### src/sv/rlp_pkg.sv
// Types, codes and helpers shared by the request-line parser modules.
package rlp_pkg;

  localparam logic [7:0] CH_CR    = 8'h0D;
  localparam logic [7:0] CH_LF    = 8'h0A;
  localparam logic [7:0] CH_SP    = 8'h20;
  localparam logic [7:0] CH_H     = 8'h48;
  localparam logic [7:0] CH_T     = 8'h54;
  localparam logic [7:0] CH_P     = 8'h50;
  localparam logic [7:0] CH_SLASH = 8'h2F;
  localparam logic [7:0] CH_DOT   = 8'h2E;
  localparam logic [7:0] CH_ZERO  = 8'h30;
  localparam logic [7:0] CH_NINE  = 8'h39;

  localparam int          RES_W   = 13;
  localparam int          VER_W   = 16;
  localparam logic [19:0] VER_MAX = 20'd65535;

  localparam logic [2:0] ST_OK      = 3'd0;
  localparam logic [2:0] ST_NO_LF   = 3'd1;
  localparam logic [2:0] ST_SPACING = 3'd2;
  localparam logic [2:0] ST_VERSION = 3'd3;
  localparam logic [2:0] ST_LONG    = 3'd4;

  typedef enum logic [9:0] {
    PH_H1    = 10'b00_0000_0001,
    PH_T1    = 10'b00_0000_0010,
    PH_T2    = 10'b00_0000_0100,
    PH_P     = 10'b00_0000_1000,
    PH_SLASH = 10'b00_0001_0000,
    PH_MAJ0  = 10'b00_0010_0000,
    PH_MAJ   = 10'b00_0100_0000,
    PH_MIN0  = 10'b00_1000_0000,
    PH_MIN   = 10'b01_0000_0000,
    PH_FAIL  = 10'b10_0000_0000
  } ver_phase_t;

  typedef struct packed {
    ver_phase_t         phase;
    logic [VER_W-1:0]   major;
    logic [VER_W-1:0]   minor;
  } ver_t;

  function automatic logic [VER_W-1:0] sat_digit(logic [VER_W-1:0] acc, logic [3:0] d);
    logic [19:0] v;
    v = (20'(acc) << 3) + (20'(acc) << 1) + 20'(d);
    return (v > VER_MAX) ? VER_MAX[VER_W-1:0] : v[VER_W-1:0];
  endfunction

endpackage

### src/sv/rlp_version.sv
// Next-state logic of the HTTP/major.minor version matcher.
module rlp_version import rlp_pkg::*; (
  input  ver_t       cur,
  input  logic [7:0] byte_in,
  output ver_t       nxt
);

  logic       dig;
  logic [3:0] dval;

  assign dig  = (byte_in >= CH_ZERO) && (byte_in <= CH_NINE);
  assign dval = dig ? 4'(byte_in - CH_ZERO) : 4'd0;

  always_comb begin
    nxt = cur;
    case (cur.phase)
      PH_H1:    nxt.phase = (byte_in == CH_H) ? PH_T1 : PH_FAIL;
      PH_T1:    nxt.phase = (byte_in == CH_T) ? PH_T2 : PH_FAIL;
      PH_T2:    nxt.phase = (byte_in == CH_T) ? PH_P : PH_FAIL;
      PH_P:     nxt.phase = (byte_in == CH_P) ? PH_SLASH : PH_FAIL;
      PH_SLASH: nxt.phase = (byte_in == CH_SLASH) ? PH_MAJ0 : PH_FAIL;
      PH_MAJ0, PH_MAJ: begin
        if (dig) begin
          nxt.major = sat_digit(cur.major, dval);
          nxt.phase = PH_MAJ;
        end else if (byte_in == CH_DOT && cur.phase == PH_MAJ) begin
          nxt.phase = PH_MIN0;
        end else begin
          nxt.phase = PH_FAIL;
        end
      end
      PH_MIN0, PH_MIN: begin
        if (dig) begin
          nxt.minor = sat_digit(cur.minor, dval);
          nxt.phase = PH_MIN;
        end else begin
          nxt.phase = PH_FAIL;
        end
      end
      default:  nxt.phase = PH_FAIL;
    endcase
  end

endmodule

### src/sv/http_request_line_parser.sv
// Top level of the HTTP request-line parser: byte register, line state, result register.
// Order: an accepted byte is registered in byte_r, then updates the line state registers;
// the byte after a CR closes the line, and once it is taken its result is registered and shown on out_valid.
// Throughput: one byte per cycle; a byte that closes a line stalls only while the
// result register is full and out_ready is low.
// Reset (rst_n low, synchronous) empties both registers and clears all line state.
module http_request_line_parser import rlp_pkg::*; #(
  parameter int MAX_LINE = 4096
) (
  input  logic             clk,
  input  logic             rst_n,
  input  logic             in_valid,
  output logic             in_ready,
  input  logic [7:0]       in_byte_req,
  output logic             out_valid,
  input  logic             out_ready,
  output logic [2:0]       out_status,
  output logic [RES_W-1:0] out_method_len,
  output logic [RES_W-1:0] out_resource_start,
  output logic [RES_W-1:0] out_resource_end,
  output logic [VER_W-1:0] out_major_version,
  output logic [VER_W-1:0] out_minor_version
);

  localparam int               POS_W   = $clog2(MAX_LINE + 1);
  localparam logic [POS_W-1:0] MAX_POS = POS_W'(MAX_LINE);

  logic [7:0]       byte_r;
  logic             byte_vld_r, byte_vld_nxt;

  logic [POS_W-1:0] pos_r, pos_nxt;
  logic [POS_W-1:0] first_sp_r, first_sp_nxt;
  logic             sp_seen_r, sp_seen_nxt;
  logic [POS_W-1:0] last_sp_r, last_sp_nxt;
  logic [POS_W-1:0] rs_at_r, rs_at_nxt;
  logic             rs_found_r, rs_found_nxt;
  logic [POS_W-1:0] ns_end_r, ns_end_nxt;
  logic [POS_W-1:0] re_at_r, re_at_nxt;
  ver_t             ver_r, ver_nxt, ver_step;
  logic             cr_pend_r, cr_pend_nxt;
  logic             ovf_r, ovf_nxt;

  logic             out_vld_r, out_vld_nxt;
  logic [2:0]       status_r;
  logic [RES_W-1:0] method_len_r, rs_out_r, re_out_r;
  logic [VER_W-1:0] major_r, minor_r;

  logic             take;
  logic             emit;
  logic [2:0]       status;

  assign take     = byte_vld_r && !(cr_pend_r && out_vld_r && !out_ready);
  assign emit     = take && cr_pend_r;
  assign in_ready = !byte_vld_r || take;

  rlp_version u_version (
    .cur     (ver_r),
    .byte_in (byte_r),
    .nxt     (ver_step)
  );

  always_comb begin
    if (byte_r != CH_LF) begin
      status = ST_NO_LF;
    end else if (ovf_r) begin
      status = ST_LONG;
    end else if (!sp_seen_r || first_sp_r == last_sp_r) begin
      status = ST_SPACING;
    end else if (ver_r.phase != PH_MIN) begin
      status = ST_VERSION;
    end else if (!rs_found_r || rs_at_r >= last_sp_r) begin
      status = ST_SPACING;
    end else begin
      status = ST_OK;
    end
  end

  always_comb begin
    byte_vld_nxt = byte_vld_r;
    if (in_valid && in_ready) begin
      byte_vld_nxt = 1'b1;
    end else if (take) begin
      byte_vld_nxt = 1'b0;
    end
  end

  always_comb begin
    pos_nxt      = pos_r;
    first_sp_nxt = first_sp_r;
    sp_seen_nxt  = sp_seen_r;
    last_sp_nxt  = last_sp_r;
    rs_at_nxt    = rs_at_r;
    rs_found_nxt = rs_found_r;
    ns_end_nxt   = ns_end_r;
    re_at_nxt    = re_at_r;
    ver_nxt      = ver_r;
    cr_pend_nxt  = cr_pend_r;
    ovf_nxt      = ovf_r;
    if (take) begin
      if (cr_pend_r) begin
        pos_nxt       = '0;
        first_sp_nxt  = '0;
        sp_seen_nxt   = 1'b0;
        last_sp_nxt   = '0;
        rs_at_nxt     = '0;
        rs_found_nxt  = 1'b0;
        ns_end_nxt    = '0;
        re_at_nxt     = '0;
        ver_nxt.phase = PH_FAIL;
        ver_nxt.major = '0;
        ver_nxt.minor = '0;
        cr_pend_nxt   = 1'b0;
        ovf_nxt       = 1'b0;
      end else if (byte_r == CH_CR) begin
        cr_pend_nxt = 1'b1;
      end else if (pos_r >= MAX_POS) begin
        ovf_nxt = 1'b1;
      end else begin
        pos_nxt = pos_r + 1'b1;
        if (byte_r == CH_SP) begin
          if (!sp_seen_r) begin
            first_sp_nxt = pos_r;
            sp_seen_nxt  = 1'b1;
          end
          last_sp_nxt   = pos_r;
          re_at_nxt     = ns_end_r;
          ver_nxt.phase = PH_H1;
          ver_nxt.major = '0;
          ver_nxt.minor = '0;
        end else begin
          ns_end_nxt = pos_r + 1'b1;
          if (sp_seen_r && !rs_found_r) begin
            rs_at_nxt    = pos_r;
            rs_found_nxt = 1'b1;
          end
          ver_nxt = ver_step;
        end
      end
    end
  end

  always_comb begin
    out_vld_nxt = out_vld_r;
    if (emit) begin
      out_vld_nxt = 1'b1;
    end else if (out_ready) begin
      out_vld_nxt = 1'b0;
    end
  end

  always_ff @(posedge clk) begin
    if (!rst_n) begin
      byte_vld_r  <= 1'b0;
      pos_r       <= '0;
      first_sp_r  <= '0;
      sp_seen_r   <= 1'b0;
      last_sp_r   <= '0;
      rs_at_r     <= '0;
      rs_found_r  <= 1'b0;
      ns_end_r    <= '0;
      re_at_r     <= '0;
      ver_r.phase <= PH_FAIL;
      ver_r.major <= '0;
      ver_r.minor <= '0;
      cr_pend_r   <= 1'b0;
      ovf_r       <= 1'b0;
      out_vld_r   <= 1'b0;
    end else begin
      byte_vld_r  <= byte_vld_nxt;
      pos_r       <= pos_nxt;
      first_sp_r  <= first_sp_nxt;
      sp_seen_r   <= sp_seen_nxt;
      last_sp_r   <= last_sp_nxt;
      rs_at_r     <= rs_at_nxt;
      rs_found_r  <= rs_found_nxt;
      ns_end_r    <= ns_end_nxt;
      re_at_r     <= re_at_nxt;
      ver_r       <= ver_nxt;
      cr_pend_r   <= cr_pend_nxt;
      ovf_r       <= ovf_nxt;
      out_vld_r   <= out_vld_nxt;
    end
  end

  always_ff @(posedge clk) begin
    if (in_valid && in_ready) begin
      byte_r <= in_byte_req;
    end
    if (emit) begin
      status_r <= status;
      if (status == ST_OK) begin
        method_len_r <= RES_W'(first_sp_r);
        rs_out_r     <= RES_W'(rs_at_r);
        re_out_r     <= RES_W'(re_at_r);
        major_r      <= ver_r.major;
        minor_r      <= ver_r.minor;
      end else begin
        method_len_r <= '0;
        rs_out_r     <= '0;
        re_out_r     <= '0;
        major_r      <= '0;
        minor_r      <= '0;
      end
    end
  end

  assign out_valid          = out_vld_r;
  assign out_status         = status_r;
  assign out_method_len     = method_len_r;
  assign out_resource_start = rs_out_r;
  assign out_resource_end   = re_out_r;
  assign out_major_version  = major_r;
  assign out_minor_version  = minor_r;

`ifndef ASSERT_OFF
  a_clear_after_emit: assert property (@(posedge clk) disable iff (!rst_n)
    emit |=> (!cr_pend_r && pos_r == '0 && !sp_seen_r && !ovf_r))
    else $error("line state not cleared after result");

  a_pos_bound: assert property (@(posedge clk) disable iff (!rst_n)
    pos_r <= MAX_POS)
    else $error("position beyond line limit");

  a_res_after_space: assert property (@(posedge clk) disable iff (!rst_n)
    rs_found_r |-> (sp_seen_r && rs_at_r > first_sp_r))
    else $error("resource start without preceding space");

  a_err_zero: assert property (@(posedge clk) disable iff (!rst_n)
    (out_vld_r && status_r != ST_OK) |->
      (method_len_r == '0 && rs_out_r == '0 && re_out_r == '0 &&
       major_r == '0 && minor_r == '0))
    else $error("error result carries nonzero fields");

  a_stall_hold: assert property (@(posedge clk) disable iff (!rst_n)
    (byte_vld_r && !take) |=> (byte_vld_r && $stable(byte_r)))
    else $error("stalled byte lost");
`endif

endmodule
### config.mk
export PLATFORM = sky130hd
export DESIGN_NAME = http_request_line_parser
export DESIGN_NICKNAME = d
export VERILOG_FILES = /design/src/sv/rlp_pkg.sv /design/src/sv/rlp_version.sv /design/src/sv/http_request_line_parser.sv
export SDC_FILE = /design/constraint.sdc
export NUM_CORES = 1
export LEC_CHECK = 0
export ABC_AREA = 1
export BUFFER_PORTS_ARGS = -buffer_cell sky130_fd_sc_hd__buf_4
export CAP_MARGIN = 30
export CORE_MARGIN = 8
export CORE_UTILIZATION = 60
export DETAILED_ROUTE_END_ITERATION = 8
export GPL_TIMING_DRIVEN = 1
export PLACE_DENSITY = 0.76
export SLEW_MARGIN = 20
export SYNTH_ARGS = -nofsm -noshare
export SYNTH_HDL_FRONTEND = slang
export SYNTH_SLANG_ARGS = --single-unit
### constraint.sdc
create_clock -name clk -period 4.8 [get_ports clk]
set_clock_uncertainty 0.1 [all_clocks]
set_input_delay 0.96 -clock clk [delete_from_list [all_inputs] [get_ports clk]]
set_output_delay 0.96 -clock clk [all_outputs]
set_load 0.01 [all_outputs]
Yosys cells after proc, flatten, opt, wreduce, memory -nomap -nowiden --
Index checks and enable logic that the tools add are counted.
Word-level totals: register bits 208, input port bits 12, output and inout bits 76, word-level logic and storage cells 160
Cells by class: mux-type cells 68, equality and inequality tests 23, add/subtract/negate cells 6, reduce and logical (&&, ||, !) cells 35, magnitude comparators 6
Operator list (count):
- 13-bit two-way mux | 25
- 42-bit two-way mux | 4
- 16-bit two-way mux | 6
- 10-bit two-way mux | 8
- 10-bit one-hot mux with 7 select lines | 1
- 19-bit by 17-bit adder with 20-bit output | 2
- 20-bit by 4-bit adder with 20-bit output | 2
- 20-bit by 16-bit > comparator with 1-bit output, second input constant | 2
- 8-bit by 6-bit equality test with 1-bit output, second input constant | 3
- 8-bit by 7-bit equality test with 1-bit output, second input constant | 3
- 5-bit AND reduction | 4
- 1-bit two-way mux | 18
- 13-bit by 1-bit adder with 13-bit output, second input constant | 1
- 13-bit equality test | 1
- 13-bit >= comparator | 1
- 13-bit >= comparator, second input constant | 1
- 10-bit by 1-bit equality test with 1-bit output, second input constant | 1
- 10-bit by 2-bit equality test with 1-bit output, second input constant | 1
- 10-bit by 3-bit equality test with 1-bit output, second input constant | 1
- 10-bit by 4-bit equality test with 1-bit output, second input constant | 1
- 10-bit by 5-bit equality test with 1-bit output, second input constant | 1
- 10-bit by 6-bit equality test with 1-bit output, second input constant | 1
- 10-bit by 7-bit equality test with 1-bit output, second input constant | 1
- 10-bit by 8-bit equality test with 1-bit output, second input constant | 1
- 21 further kinds | 48

Depth between registers and ports, before layout --
depth in word-level cells 12, mapped depth 21, gate-level depth less buffers 20

Cells and area by module --
Synthesis repeated with hierarchy kept, for this count alone.
Unflattened totals: cells, all modules 1714, area total of the unflattened synthesis 13007.5 um^2
By module, submodules not included:
- http_request_line_parser | sequential area each 4984.8 um^2, cells an instance 1002, times used 1, area each 8908.5 um^2
- rlp_version | sequential area each 0.0 um^2, cells an instance 712, times used 1, area each 4098.9 um^2

Worst setup path after synthesis --
OpenSTA, ideal clock, no wires.
kind register -> register, start point register byte_r[7], end point register ver_r[10] in the netlist's numbering, data required time 4568 ps, path slack 1495 ps, buffers on the path 1, arrival 3072 ps, library setup time 132 ps, stages on the path, launching flop included 21, clock period less this slack 3305 ps, cell sequence edfxtp_1 > nor2_1 > inv_1 > nor3_2 > o21ai_2 > nor2_1 > fa_1 > fa_1 > nand2_1 > nand2_1 > nand3b_1 > nand2_1 > nand2_1 > nand2_1 > nand2_1 > nand2_1 > nor2_2 > buf_2 > nand3_1 > nand2_1 > a21oi_1
On the way: cells in the longest elaborated chain, start to end 12, elaborated cells between the ends (all ways) 19, classes of those cells add/sub (1); order compare (3); eq/ne (3); mux (8); reduce/logical (4)
Ends and longest elaborated chain:
- from (decl) | RTL line http_request_line_parser.sv:28 | logic [7:0] byte_r;
- from (signal assigned) | RTL line http_request_line_parser.sv:187 | byte_r <= in_byte_req;
- 8-bit by 6-bit >= comparator with 1-bit output / 8-bit by 6-bit less-or-equal comparator with 1-bit output (equally long branches) | RTL line rlp_version.sv:11 | assign dig = (byte_in >= CH_ZERO) && (byte_in <= CH_NINE);
- 1-bit logical AND | RTL line rlp_version.sv:11
- 4-bit two-way mux | RTL line rlp_version.sv:12 | assign dval = dig ? 4'(byte_in - CH_ZERO) : 4'd0;
- 20-bit by 4-bit adder with 20-bit output | RTL line rlp_pkg.sv:46 | v = (20'(acc) << 3) + (20'(acc) << 1) + 20'(d);
- 20-bit by 16-bit > comparator with 1-bit output | RTL line rlp_pkg.sv:47 | return (v > VER_MAX) ? VER_MAX[VER_W-1:0] : v[VER_W-1:0];
- 16-bit two-way mux | RTL line rlp_pkg.sv:47
- 16-bit two-way mux | RTL line rlp_version.sv:33 | if (dig) begin
- 16-bit two-way mux | RTL line rlp_version.sv:16 | case (cur.phase)
- 42-bit two-way mux | RTL line http_request_line_parser.sv:120 | if (byte_r == CH_SP) begin
- 42-bit two-way mux | RTL line http_request_line_parser.sv:116 | end else if (pos_r >= MAX_POS) begin
- 42-bit two-way mux | RTL line http_request_line_parser.sv:114 | end else if (byte_r == CH_CR) begin
- 42-bit two-way mux | RTL line http_request_line_parser.sv:100 | if (cr_pend_r) begin
- to (signal assigned) | RTL line http_request_line_parser.sv:178 | ver_r <= ver_nxt;
- to (decl) | RTL line http_request_line_parser.sv:39 | ver_t ver_r, ver_nxt, ver_step;
Parallel ways exist; a longest one is shown, timed or not. The select of a mux whose other input is x is not followed. A chain may end at the register's enable or synchronous reset.

Worst setup path in the final report --
start point register byte_r[7], end point register ver_r[0] in the netlist's numbering
Same word-level chain as after synthesis.

==> flow_results.org <==
** Logic synthesis
- Synthesis produced a netlist with a net count of 1,547.
- Synthesis inferred 208 register bits.
- Share of flip-flops with an asynchronous set or reset after synthesis :: 0
- The synthesized netlist contains 43 unique library cells.
- Predominant post-synthesis flop cell :: dfxtp_1
- Cell area after synthesis :: 11,400 µm²
- In this run, synthesis inferred 82 flip-flops with an integrated enable.
- Synth warn :: 0
- Portion of the post-synthesis area used by sequential elements :: 0.438
- Number of cells produced by synthesis :: 1,457
- A synthesized cell averages 7.81 µm².

** Floorplanning
- Placeable core area :: 18,600 µm²
- Floorplan die area :: 23,600 µm²
- Number of top-level pins :: 88
- Rows :: 50
- Vert. Die Dim :: 154 µm
- In this run the horizontal extent of the chip is 154 µm.
- Starting utilization of the core area :: 0.610

** Global routing
- First-pass GRT wire length :: 44,600 µm
- The via count of the first global-routing pass came to 9,143.
- The initial antenna violation count is 0.
- Overall routing resource usage :: 0.225
- Largest net degree at the start of global routing :: 52
- For this run the aggregate overflow at the end of global routing stands at 0.

** Timing
- For the pin with the worst max-slew slack, the measured transition is 0.814 ns.
- Relative slew margins :: 0.457
- Based on the critical path, the design can be clocked at up to 247 MHz.
- Setup violations remaining at the end of the flow were counted as 0.
- Final TNS setup :: 0 ns
- RSZ-0062 raised after global routing :: false
- Number of hold violations in the final report :: 0
- Ratio of final minimum period to clock period :: 0.845
- Count of final max-slew check failures :: 0
- Setup slack on the critical path of the routed design comes to 0.746 ns.
- Post-layout minimum cycle time :: 4.05 ns

** Clock network
- Clock buffer depth :: 3
- The clock reaches the later pin of the worst-skew pair after 0.52 ns.
- TritonCTS built the clock tree.
- Clock tree synthesis found a total of 208 sinks.
- After clock tree synthesis, the clock-pin slew on the worst setup and hold paths is 0.06 ns.
- CTS HTree Levels :: 1
- Clock tree synthesis selected as its root buffer the cell clkbuf_16.
- Number of buffers created by CTS :: 23
- For this design, the CTS-stage hold fixing added 0 buffers.
- Gates resized during post-CTS repair numbered 0.
- Post-CTS setup buffers :: 0

** Cells and area
- Non-filler cells, final :: 1,781
- Count of nets after finishing :: 1,620
- In the layout the commonest cells are 347 x nand2_1, 203 x inv_1, 148 x a21oi_1.
- Counting the fill cells in the layout gives 1,552.
- 0 antenna diodes ended up in the layout.
- Fraction of layout instances using a drive strength above 1 :: 0.134
- Relative to the synthesized area, the layout overhead comes to 14.0%.
- Leaving out fill and tap cells, the most frequent cell in the layout is nand2_1.

** Critical path
- Critical Path AT :: 4.33 ns
- Worst R2R Path Depth :: 19
- Register-to-Register Setup Slack :: 0.75 ns
- For the worst setup path, the data required time is 5.08 ns.
- The worst setup path is launched from a flip-flop.
- Start-to-end type of the worst setup path :: flip-flop to flip-flop
- Kind of end point of the critical path :: flip-flop
- Largest driver fanout on the critical path :: 16

** Power and ir drop
- The worst-case IR drop observed on VDD is 0.296 mV.
- Power per unit of standard cell area :: 301 nW/µm²
- Leakage power summed over all cells :: 5.46 nW

** Detailed routing
- Average routed wire per standard cell :: 15.0 µm
- Initial DRT Pass Iterations :: 5
- Summing over every cut layer, the via total after detailed routing is 9,623.
- Via density per instance :: 5.40
- After detailed routing, the number of remaining DRC violations is 0.
- Once detail routing completed, the nets flagged for antenna violations numbered 0.
- Wires add up to 26,700 µm.
- In this run, the number of DRC markers left after iteration 0 of detailed routing was 700.

** Placed design
- Routability-driven placement finished with a final weighted congestion of 0.919.
- Cells after DPL :: 1,737
- Final HPWL from detailed placement :: 19,100 µm
- Port Buffer Count :: 87
- Prior to clock tree synthesis, the placed netlist has a worst setup slack of 0.815 ns.

** Min path
- Worst hold stages :: 2
- Worst Hold Class :: flip-flop to flip-flop

** Run status
- Outcome :: completed

** Run
- Across the run, the number of max-cap violations was 0.
-- metrics by stage --
step	power [W]	utilization	hold slack, ns	cell area (µm²)
floorplan	0.00202	-	0.336	11400
global placement	0.00208	0.649	0.350	12100
detailed placement	0.00208	0.650	0.354	12100
CTS	0.00391	0.694	0.364	12900
global route	0.00401	0.696	0.387	13000
finish	0.00390	0.696	0.363	13000
-- worst paths after layout --
path / from / to
max reg2reg: byte_r[7]$_DFFE_PP_ / ver_r[0]$_SDFFE_PN0P_
max: byte_r[7]$_DFFE_PP_ / ver_r[0]$_SDFFE_PN0P_
min: ns_end_r[12]$_SDFFE_PN0P_ / re_at_r[12]$_SDFFE_PN0P_
min reg2reg: ns_end_r[12]$_SDFFE_PN0P_ / re_at_r[12]$_SDFFE_PN0P_
-- logic make-up (layout without fill, tap and decap cells) --
group,after synthesis,count (layout),share of synthesized area
compound gates,211,211,0.0992
xor+xnor,32,32,0.0246
fa+ha+maj,78,78,0.0884
buf+inv,260,350,0.0929
flops,208,208,0.438
simple gates,668,668,0.257
-- sequential cells by signal (all words and copies together) (netlist names), 8 cells and up --
| signal | count |
|---|---|
| first_sp_r | 13 |
| byte_r | 8 |
| out_method_len | 13 |
| out_minor_version | 16 |
| ver_r | 42 |
| ns_end_r | 13 |
| out_resource_start | 13 |
| last_sp_r | 13 |
| out_major_version | 16 |
| pos_r | 13 |
| rs_at_r | 13 |
| re_at_r | 13 |
| out_resource_end | 13 |
-- final cells by class --
type                    instances  area (µm²)  area share
multi-input cells             989        5340       0.412
flip-flops and latches        208        4980       0.384
clock buffers                  30         653      0.0504
inverters                     214         803      0.0619
repair buffers                 94         743      0.0573
clock inverters                12         155      0.0120
well taps                     234         293      0.0226
-- cells in the mapped netlist (all sizes together) (11+ instances only) --
library cell | n | share of area
nand2 | 352 | 0.12
inv | 214 | 0.071
nor2 | 173 | 0.069
a21oi | 149 | 0.067
dfxtp | 126 | 0.22
nand3 | 93 | 0.042
edfxtp | 82 | 0.22
ha | 74 | 0.081
o21ai | 41 | 0.019
buf | 23 | 0.015
clkbuf | 23 | 0.0076
nor3 | 23 | 0.012
xnor2 | 19 | 0.015
xor2 | 13 | 0.010
a211oi | 11 | 0.0077
-- where the power goes --
group	switching [W]	total (W)	internal, W
Combinational	0.000112	0.000167	0.0000552
Clock	0.000722	0.00185	0.00113
Sequential	0.0000211	0.00188	0.00186
-- critical path, stage by stage, from the launching register on --
cell	delay (ns)
edfxtp_1	0.38
nor2_1	0.15
inv_1	0.08
nor3_2	0.17
o21ai_2	0.16
nor2_1	0.39
fa_1	0.55
fa_1	0.48
nand2_1	0.08
nand2_1	0.08
nand3_1	0.09
nand2_1	0.10
nand2_1	0.10
nand2_1	0.05
nand2_1	0.06
nand2_1	0.05
nor2_2	0.50
nand3_1	0.16
nand2_1	0.11
a21oi_1	0.06
-- per-layer routing --
metal / routed length (µm) / vias up / GRT usage / part of all wire
met5: 0 / - / 0 / 0
met4: 482 / 0 / 0.0541 / 0.018
met3: 1980 / 43 / 0.0412 / 0.074
met2: 12600 / 303 / 0.380 / 0.47
met1: 11600 / 4413 / 0.294 / 0.44
li1: - / 4864 / - / -
(Power assumes the default switching activity.)
